**config.mk**
```make
export PLATFORM = sky130hd
export DESIGN_NAME = tlv_stream_parser
export DESIGN_NICKNAME = d
export VERILOG_FILES = /design/src/tlvp_pkg.sv /design/src/tlvp_in_stage.sv /design/src/tlvp_decode.sv /design/src/tlv_stream_parser.sv
export SDC_FILE = /design/constraint.sdc
export NUM_CORES = 1
export LEC_CHECK = 0
export BUFFER_PORTS_ARGS = -buffer_cell sky130_fd_sc_hd__buf_2
export CELL_PAD_IN_SITES_DETAIL_PLACEMENT = 1
export CELL_PAD_IN_SITES_GLOBAL_PLACEMENT = 1
export CORE_MARGIN = 2
export CORE_UTILIZATION = 24
export CTS_BUF_LIST = sky130_fd_sc_hd__clkbuf_8 sky130_fd_sc_hd__clkbuf_16
export DETAILED_ROUTE_END_ITERATION = 8
export MAX_ROUTING_LAYER = met4
export PLACE_DENSITY_LB_ADDON = 0.1
export SLEW_MARGIN = 20
export SYNTH_ARGS = -nofsm -noshare
export SYNTH_HDL_FRONTEND = slang
export SYNTH_SLANG_ARGS = --single-unit
```
**constraint.sdc**
```tcl
create_clock -name i_clk -period 3.3 [get_ports i_clk]
set_input_delay 0.165 -clock i_clk [delete_from_list [all_inputs] [get_ports i_clk]]
set_output_delay 0.165 -clock i_clk [all_outputs]
set_load 0.01 [all_outputs]
```
**src/tlvp_pkg.sv**
```systemverilog
// tlvp_pkg: shared types and codes of the type-length-value stream parser
// no dependencies
`timescale 1ns / 1ps
`default_nettype none

package tlvp_pkg;

    localparam int unsigned ApbAddrW  = 3;
    localparam int unsigned ApbDataW  = 32;
    localparam int unsigned LenOctW   = 2;
    localparam int unsigned ByteW     = 8;
    localparam int unsigned LengthW   = 16;
    localparam int unsigned RoleW     = 2;
    localparam int unsigned StatusW   = 2;
    localparam int unsigned InTdataW  = 8;
    localparam int unsigned OutTdataW = 48;

    localparam logic [ApbAddrW-1:0] AddrLengthOctets = 3'd0;
    localparam logic [LenOctW-1:0]  LenOctResetVal   = 2'd1;
    localparam logic [LenOctW-1:0]  LenOctTwo        = 2'd2;

    localparam logic [RoleW-1:0] RoleCode  = 2'd0;
    localparam logic [RoleW-1:0] RoleLen   = 2'd1;
    localparam logic [RoleW-1:0] RoleValue = 2'd2;

    localparam logic [StatusW-1:0] StatOk        = 2'd0;
    localparam logic [StatusW-1:0] StatTruncated = 2'd1;
    localparam logic [StatusW-1:0] StatHeader    = 2'd2;

    typedef struct packed {
        logic [RoleW-1:0]   octet_role;
        logic [ByteW-1:0]   param_code;
        logic [LengthW-1:0] param_length;
        logic [LengthW-1:0] value_index;
        logic               param_done;
        logic               end_of_buffer;
        logic [StatusW-1:0] status;
    } t_result;

endpackage

`default_nettype wire

```
**src/tlvp_in_stage.sv**
```systemverilog
// tlvp_in_stage: input register of the parser, one word deep
// depends on tlvp_pkg
`timescale 1ns / 1ps
`default_nettype none

module tlvp_in_stage (
    input  wire logic                     i_clk,
    input  wire logic                     i_rst_n,
    input  wire logic                     i_valid,
    output logic                          o_ready,
    input  wire logic [tlvp_pkg::ByteW-1:0] i_data,
    input  wire logic                     i_last,
    input  wire logic                     i_advance,
    output logic                          o_valid,
    output logic [tlvp_pkg::ByteW-1:0]    o_data,
    output logic                          o_last
);

    logic                       r_valid;
    logic [tlvp_pkg::ByteW-1:0] r_data;
    logic                       r_last;

    assign o_ready = !r_valid || i_advance;

    always_ff @(posedge i_clk) begin
        if (!i_rst_n) begin
            r_valid <= 1'b0;
        end else if (o_ready) begin
            r_valid <= i_valid;
        end
    end

    always_ff @(posedge i_clk) begin
        if (o_ready && i_valid) begin
            r_data <= i_data;
            r_last <= i_last;
        end
    end

    assign o_valid = r_valid;
    assign o_data  = r_data;
    assign o_last  = r_last;

endmodule

`default_nettype wire

```
**src/tlvp_decode.sv**
```systemverilog
// tlvp_decode: parse state, per-word tagging and the result register
// depends on tlvp_pkg
`timescale 1ns / 1ps
`default_nettype none

module tlvp_decode (
    input  wire logic                         i_clk,
    input  wire logic                         i_rst_n,
    input  wire logic                         i_valid,
    input  wire logic                         i_advance,
    input  wire logic [tlvp_pkg::ByteW-1:0]   i_data,
    input  wire logic                         i_last,
    input  wire logic [tlvp_pkg::LenOctW-1:0] i_length_octets,
    output logic                              o_valid,
    output tlvp_pkg::t_result                 o_result
);

    typedef enum logic [1:0] {
        PH_CODE,
        PH_LEN1,
        PH_LEN2,
        PH_VALUE
    } t_phase;

    t_phase                       r_phase, n_phase;
    logic [tlvp_pkg::ByteW-1:0]   r_code, n_code;
    logic [tlvp_pkg::ByteW-1:0]   r_len_high, n_len_high;
    logic [tlvp_pkg::LengthW-1:0] r_decl_len, n_decl_len;
    logic [tlvp_pkg::LengthW-1:0] r_val_cnt, n_val_cnt;
    logic                         r_out_valid;
    tlvp_pkg::t_result            r_result, n_result;
    logic [tlvp_pkg::LengthW-1:0] w_len_full;
    logic [tlvp_pkg::LengthW-1:0] w_cnt_inc;
    logic                         w_fire;

    assign w_fire     = i_valid && i_advance;
    assign w_cnt_inc  = r_val_cnt + 1'b1;

    always_comb begin
        n_phase    = r_phase;
        n_code     = r_code;
        n_len_high = r_len_high;
        n_decl_len = r_decl_len;
        n_val_cnt  = r_val_cnt;
        w_len_full = '0;
        n_result   = '0;
        n_result.end_of_buffer = i_last;

        unique case (r_phase)
            PH_CODE: begin
                n_result.octet_role = tlvp_pkg::RoleCode;
                n_code     = i_data;
                n_decl_len = '0;
                n_val_cnt  = '0;
                n_len_high = '0;
                n_phase    = PH_LEN1;
            end
            PH_LEN1, PH_LEN2: begin
                n_result.octet_role = tlvp_pkg::RoleLen;
                if (r_phase == PH_LEN1 && i_length_octets == tlvp_pkg::LenOctTwo) begin
                    n_len_high = i_data;
                    n_phase    = PH_LEN2;
                end else begin
                    w_len_full = (r_phase == PH_LEN2) ? {r_len_high, i_data}
                                                      : {{tlvp_pkg::ByteW{1'b0}}, i_data};
                    n_decl_len = w_len_full;
                    n_result.param_length = w_len_full;
                    n_val_cnt  = '0;
                    if (w_len_full == '0) begin
                        n_result.param_done = 1'b1;
                        n_phase = PH_CODE;
                    end else begin
                        n_phase = PH_VALUE;
                    end
                end
            end
            PH_VALUE: begin
                n_result.octet_role   = tlvp_pkg::RoleValue;
                n_result.param_length = r_decl_len;
                n_result.value_index  = r_val_cnt;
                n_val_cnt = w_cnt_inc;
                if (w_cnt_inc >= r_decl_len) begin
                    n_result.param_done = 1'b1;
                    n_phase = PH_CODE;
                end
            end
            default: begin
                n_phase = PH_CODE;
            end
        endcase

        n_result.param_code = n_code;

        if (i_last) begin
            priority if (n_phase == PH_VALUE) begin
                n_result.status = tlvp_pkg::StatTruncated;
            end else if (n_phase == PH_LEN1 || n_phase == PH_LEN2) begin
                n_result.status = tlvp_pkg::StatHeader;
            end else begin
                n_result.status = tlvp_pkg::StatOk;
            end
            n_phase    = PH_CODE;
            n_code     = '0;
            n_len_high = '0;
            n_decl_len = '0;
            n_val_cnt  = '0;
        end
    end

    always_ff @(posedge i_clk) begin
        if (!i_rst_n) begin
            r_phase     <= PH_CODE;
            r_code      <= '0;
            r_len_high  <= '0;
            r_decl_len  <= '0;
            r_val_cnt   <= '0;
            r_out_valid <= 1'b0;
        end else begin
            if (i_advance) begin
                r_out_valid <= i_valid;
            end
            if (w_fire) begin
                r_phase    <= n_phase;
                r_code     <= n_code;
                r_len_high <= n_len_high;
                r_decl_len <= n_decl_len;
                r_val_cnt  <= n_val_cnt;
            end
        end
    end

    always_ff @(posedge i_clk) begin
        if (w_fire) begin
            r_result <= n_result;
        end
    end

    assign o_valid  = r_out_valid;
    assign o_result = r_result;

endmodule

`default_nettype wire

```
**src/tlv_stream_parser.sv**
```systemverilog
// tlv_stream_parser: top level, stream ports, configuration register, stage wiring
// depends on tlvp_pkg, tlvp_in_stage, tlvp_decode
//
// usage
//   s_axis carries the buffer one octet per word, tlast on its final octet.
//   m_axis returns one word per input word: the octet's role in tuser, its
//   code, declared length, value offset, completion flag and end status in
//   tdata, and tlast copied from the input word.
//   the apb port holds length_octets at address 0 (1 or 2 length octets per
//   parameter); write it only while no word is in flight.
// timing
//   a word passes the input register, then the result register driving m_axis.
//   one word per cycle while m_axis_tready is high; the limit is the state update
//   of phase, length and value counter between input and result registers.
// reset and stall
//   reset empties both registers and sets the parser to expect a code octet;
//   length_octets returns to 1. a buffer's final octet also returns the parse
//   state to expect a code octet.
//   while m_axis_tready is low the result holds; an empty input register takes
//   one more word, then s_axis_tready drops.
`timescale 1ns / 1ps
`default_nettype none

module tlv_stream_parser #(
    parameter int unsigned AddrW = tlvp_pkg::ApbAddrW
) (
    input  wire logic                            i_clk,
    input  wire logic                            i_rst_n,
    input  wire logic                            s_axis_tvalid,
    output logic                                 s_axis_tready,
    input  wire logic [tlvp_pkg::InTdataW-1:0]   s_axis_tdata,   // data_byte
    input  wire logic                            s_axis_tlast,
    output logic                                 m_axis_tvalid,
    input  wire logic                            m_axis_tready,
    // param_code, param_length, value_index, param_done, status, zero pad
    output logic [tlvp_pkg::OutTdataW-1:0]       m_axis_tdata,
    output logic [tlvp_pkg::RoleW-1:0]           m_axis_tuser,   // octet_role
    output logic                                 m_axis_tlast,
    input  wire logic                            psel,
    input  wire logic                            penable,
    input  wire logic                            pwrite,
    input  wire logic [AddrW-1:0]                paddr,
    input  wire logic [tlvp_pkg::ApbDataW-1:0]   pwdata,
    output logic [tlvp_pkg::ApbDataW-1:0]        prdata,
    output logic                                 pready
);

    logic [tlvp_pkg::LenOctW-1:0] r_length_octets;
    logic                         w_advance;
    logic                         w_in_valid;
    logic [tlvp_pkg::ByteW-1:0]   w_in_data;
    logic                         w_in_last;
    tlvp_pkg::t_result            w_result;

    assign pready = 1'b1;

    always_ff @(posedge i_clk) begin
        if (!i_rst_n) begin
            r_length_octets <= tlvp_pkg::LenOctResetVal;
        end else if (psel && penable && pwrite && pready
                     && paddr == AddrW'(tlvp_pkg::AddrLengthOctets)) begin
            r_length_octets <= pwdata[tlvp_pkg::LenOctW-1:0];
        end
    end

    assign prdata = (paddr == AddrW'(tlvp_pkg::AddrLengthOctets))
                  ? {{(tlvp_pkg::ApbDataW-tlvp_pkg::LenOctW){1'b0}}, r_length_octets}
                  : '0;

    assign w_advance = !m_axis_tvalid || m_axis_tready;

    tlvp_in_stage u_in (
        .i_clk     (i_clk),
        .i_rst_n   (i_rst_n),
        .i_valid   (s_axis_tvalid),
        .o_ready   (s_axis_tready),
        .i_data    (s_axis_tdata),
        .i_last    (s_axis_tlast),
        .i_advance (w_advance),
        .o_valid   (w_in_valid),
        .o_data    (w_in_data),
        .o_last    (w_in_last)
    );

    tlvp_decode u_dec (
        .i_clk           (i_clk),
        .i_rst_n         (i_rst_n),
        .i_valid         (w_in_valid),
        .i_advance       (w_advance),
        .i_data          (w_in_data),
        .i_last          (w_in_last),
        .i_length_octets (r_length_octets),
        .o_valid         (m_axis_tvalid),
        .o_result        (w_result)
    );

    assign m_axis_tdata = {5'b0, w_result.status, w_result.param_done, w_result.value_index,
                           w_result.param_length, w_result.param_code};
    assign m_axis_tuser = w_result.octet_role;
    assign m_axis_tlast = w_result.end_of_buffer;

endmodule

`default_nettype wire

```
==> tab_implementation.tex <==
\begin{tabular}{lr}
\hline
Metric & Value \\
\hline
\multicolumn{2}{l}{\textbf{Global routing}} \\
\quad Total routing resource utilization after global routing & 13.7\% \\
\quad Sum of overflow across all layers after global routing & 0 \\
\quad Via count of the first global-routing pass & 4409 \\
\quad Wire length of the first global-routing pass & 24600 µm \\
\quad Maximum number of pins on one net before global-route repair & 38 \\
\quad Number of antenna violations at the first check in global routing & 0 \\
\multicolumn{2}{l}{\textbf{Routing}} \\
\quad Starting DRT DRC Count & 119 \\
\quad Routed via count & 4231 \\
\quad Avg WL per Cell & 16.9 µm \\
\quad Number of detailed-route iterations in the first pass & 4 \\
\quad Wire length after detailed routing & 15900 µm \\
\quad Residual DRC & 0 \\
\quad Average vias per placed instance & 4.49 \\
\quad Final antenna-violating net count & 0 \\
\multicolumn{2}{l}{\textbf{Critical path}} \\
\quad Crit Path Max Fanout & 3 \\
\quad Startpoint types & register \\
\quad Reg2reg setup slack & 200 ps \\
\quad Arrival time at the worst endpoint & 3220 ps \\
\quad Critical Setup Path Class & reg -> reg \\
\quad Kind of capture point of the worst setup path & register \\
\quad Data required time at the worst endpoint & 3420 ps \\
\multicolumn{2}{l}{\textbf{CTS}} \\
\quad Clk root buf & sky130\_fd\_sc\_hd\_\_clkbuf\_16 \\
\quad Inserted Clock Buffers & 9 \\
\quad Worst-Skew Late Latency & 370 ps \\
\quad CTS sink count & 109 \\
\quad Max Root-Sink Buffers & 2 \\
\quad TritonCTS clock tree & done \\
\quad Number of H-tree levels & 3 \\
\quad Clock slew at reported path FFs & 80 ps \\
\multicolumn{2}{l}{\textbf{Synthesis}} \\
\quad Share of synthesized registers carrying an async set or reset & 0\% \\
\quad Proportion of synthesized chip area in sequential cells & 49.4\% \\
\quad Warning count from the yosys run & 0 \\
\quad Post-synth top flop & sky130\_fd\_sc\_hd\_\_edfxtp\_1 \\
\quad Average footprint of a synthesized cell & 10.0 µm² \\
\quad Flip-flop and latch count after synthesis & 109 \\
\quad Post-synthesis cell type count & 59 \\
\quad Number of enable-type register cells in the synthesized netlist & 55 \\
\quad Number of instances in the synthesized netlist & 552 \\
\quad Post-synthesis cell area & 5530 µm² \\
\multicolumn{2}{l}{\textbf{Status}} \\
\quad Run status & finished, final reports clean \\
\multicolumn{2}{l}{\textbf{Timing}} \\
\quad Post-route clock period utilization & 93.8\% \\
\quad Fin Setup TNS & 0 ps \\
\quad Post-layout min period & 3100 ps \\
\quad Worst clock skew & 11.1 ps \\
\quad Achievable frequency & 323 MHz \\
\quad Slew at the pin closest to its max-slew limit & 804 ps \\
\quad Worst relative slew slack & 46.4\% \\
\quad Unrepaired setup endpoints after global routing & false \\
\quad PnR worst setup slack & 204 ps \\
\quad Final hold viol count & 0 \\
\quad Setup violation total in the final timing report & 0 \\
\quad Number of pins exceeding their max-slew limit in the final report & 0 \\
\multicolumn{2}{l}{\textbf{Placed design}} \\
\quad Cell area after placement & 6230 µm² \\
\quad Placement Setup Slack & -1.52 ps \\
\quad Count of buffers inserted at the top-level ports & 70 \\
\quad Routability cong. & 0.786 \\
\quad Detail Placement HPWL & 11400 µm \\
\multicolumn{2}{l}{\textbf{Die}} \\
\quad Number of I/O pins & 137 \\
\quad X dimension of the die & 156 µm \\
\quad Die area & 24300 µm² \\
\quad FP Rows & 55 \\
\quad Initial core utilization & 24.4\% \\
\quad Core region area & 22600 µm² \\
\quad Die height & 156 µm \\
\multicolumn{2}{l}{\textbf{Cells and area}} \\
\quad Ratio of cells with drive above 1 in the final layout & 23.9\% \\
\quad Nets@finish & 726 \\
\quad \# diodes & 0 \\
\quad Area growth from synthesis to layout & 21.2\% \\
\quad Most used cells in the layout excluding fill and tap cells & sky130\_fd\_sc\_hd\_\_buf\_2 (70), sky130\_fd\_sc\_hd\_\_nand2\_1 (60), sky130\_fd\_sc\_hd\_\_edfxtp\_1 (55), sky130\_fd\_sc\_hd\_\_dfxtp\_1 (54), sky130\_fd\_sc\_hd\_\_a21oi\_1 (49) \\
\quad Leading cell type in the layout, fill and taps excluded & sky130\_fd\_sc\_hd\_\_buf\_2 \\
\quad Final Instance Area & 6710 µm² \\
\multicolumn{2}{l}{\textbf{Power and ir drop}} \\
\quad Worst ir drop on vdd & 0.209 mV \\
\quad PD cells & 419 nW/µm² \\
\quad Leakage & 2.59 nW \\
\quad Post-route total power & 2.81 mW \\
\multicolumn{2}{l}{\textbf{Flow run}} \\
\quad Max-capacitance violation count & 0 \\
\multicolumn{2}{l}{\textbf{Worst hold path}} \\
\quad Type of the worst min-delay path & in -> reg \\
\hline
\end{tabular}
[cell type report]
cell class | instances | area, µm²
Clock inverter | 7 | 63.8
Timing Repair Buffer | 120 | 751
Inverter | 24 | 90.1
Multi-Input combinational cell | 388 | 2490
Sequential cell | 109 | 2730
Tap cell | 285 | 357
Fill cell | 2578 | 15900
Clock buffer | 9 | 225
[metrics by stage]
step	utilization (%)	hold WS [ps]	instances
floorplan	-	264	586
global placement	27.5	343	915
detailed placement	27.5	344	915
CTS	29.3	15.1	941
global route	29.6	32.2	942
finish	29.6	23.0	942
[cell usage after synthesis (7+ instances only)]
master,number,share of area [%]
sky130_fd_sc_hd__a22oi_1,18,2.4
sky130_fd_sc_hd__mux2_2,8,1.6
sky130_fd_sc_hd__nand3b_1,10,1.4
sky130_fd_sc_hd__clkbuf_1,17,1.2
sky130_fd_sc_hd__edfxtp_1,55,30
sky130_fd_sc_hd__nor3_1,12,1.1
sky130_fd_sc_hd__a21oi_1,51,4.6
sky130_fd_sc_hd__inv_1,22,1.5
sky130_fd_sc_hd__dfxtp_1,54,20
sky130_fd_sc_hd__o211a_1,7,1.3
sky130_fd_sc_hd__nand3_1,31,2.8
sky130_fd_sc_hd__and2_1,24,2.7
sky130_fd_sc_hd__xor2_1,8,1.3
sky130_fd_sc_hd__nand2_1,60,4.1
sky130_fd_sc_hd__ha_1,23,5.2
sky130_fd_sc_hd__buf_4,38,5.2
sky130_fd_sc_hd__nor2_1,33,2.2
[metal layers]
| metal | part of all wire [%] | vias to the layer above | wire [µm] | GRT usage [%] |
|---|---|---|---|---|
| met4 | 1.5 | 0 | 235 | 4.50 |
| li1 | - | 2068 | - | - |
| met5 | 0 | - | 0 | - |
| met1 | 48 | 2073 | 7570 | 17.4 |
| met3 | 2.8 | 15 | 437 | 1.94 |
| met2 | 48 | 75 | 7640 | 22.4 |
[kinds of logic (layout without fill, tap and decap cells)]
kind of cell	after synthesis	in the layout	share of synthesized area (%)
xor+xnor	14	14	2.22
other cells	2	36	0.136
compound gates	103	103	12.6
fa+ha+maj	23	23	5.20
mux	11	11	2.17
buf+inv	89	160	9.41
flops	109	109	49.4
simple gates	201	201	18.8
[worst max-delay path, cell delays in order, from the launching register on]
cell                        delay, ps
sky130_fd_sc_hd__dfxtp_1          340
sky130_fd_sc_hd__buf_4            110
sky130_fd_sc_hd__nand4_1          180
sky130_fd_sc_hd__nor2_2           210
sky130_fd_sc_hd__and3_1           240
sky130_fd_sc_hd__xor2_1           230
sky130_fd_sc_hd__ha_1             280
sky130_fd_sc_hd__nand4_1          190
sky130_fd_sc_hd__nor3_4            80
sky130_fd_sc_hd__buf_4            140
sky130_fd_sc_hd__a2bb2oi_4        170
sky130_fd_sc_hd__nand3_2          120
sky130_fd_sc_hd__a21oi_2          160
sky130_fd_sc_hd__ha_1             230
sky130_fd_sc_hd__and3b_1          170
[registers in the layout, summed over array words and instances, names as in the netlist]
register / cells
u_in.o_last: 1
u_dec.o_result: 46
u_dec.o_valid: 1
u_dec.r_decl_len: 16
u_dec.r_phase: 2
u_dec.r_code: 8
u_dec.r_len_high: 8
u_in.o_data: 8
u_dec.r_val_cnt: 16
r_length_octets: 2
u_in.o_valid: 1
[final timing paths]
check / to / startpoint / depth (start not counted)
max: u_dec.o_result[1] / u_dec.r_val_cnt[0] / 14
min: r_length_octets[1] / pwdata[1] / 3
max reg2reg: u_dec.o_result[1] / u_dec.r_val_cnt[0] / 14
min reg2reg: u_dec.r_code[7] / u_dec.r_code[7] / 2
[report_power, final]
| group | switching, mW | leakage [nW] | internal (mW) |
|---|---|---|---|
| clock | 0.577 | 0.144 | 0.534 |
| sequential | 0.0286 | 0.958 | 1.46 |
| combinational | 0.142 | 1.49 | 0.0717 |
[repair_timing]
action	4_1_cts	5_1_grt
gates cloned	0	0
hold buffers	10	0
endpoints found under the setup margin	1	2
hold endpoints to repair	10	0
pin swaps	0	5
gates resized for setup	1	14
buffers inserted	0	1
Power figures use the tool's default switching activity.
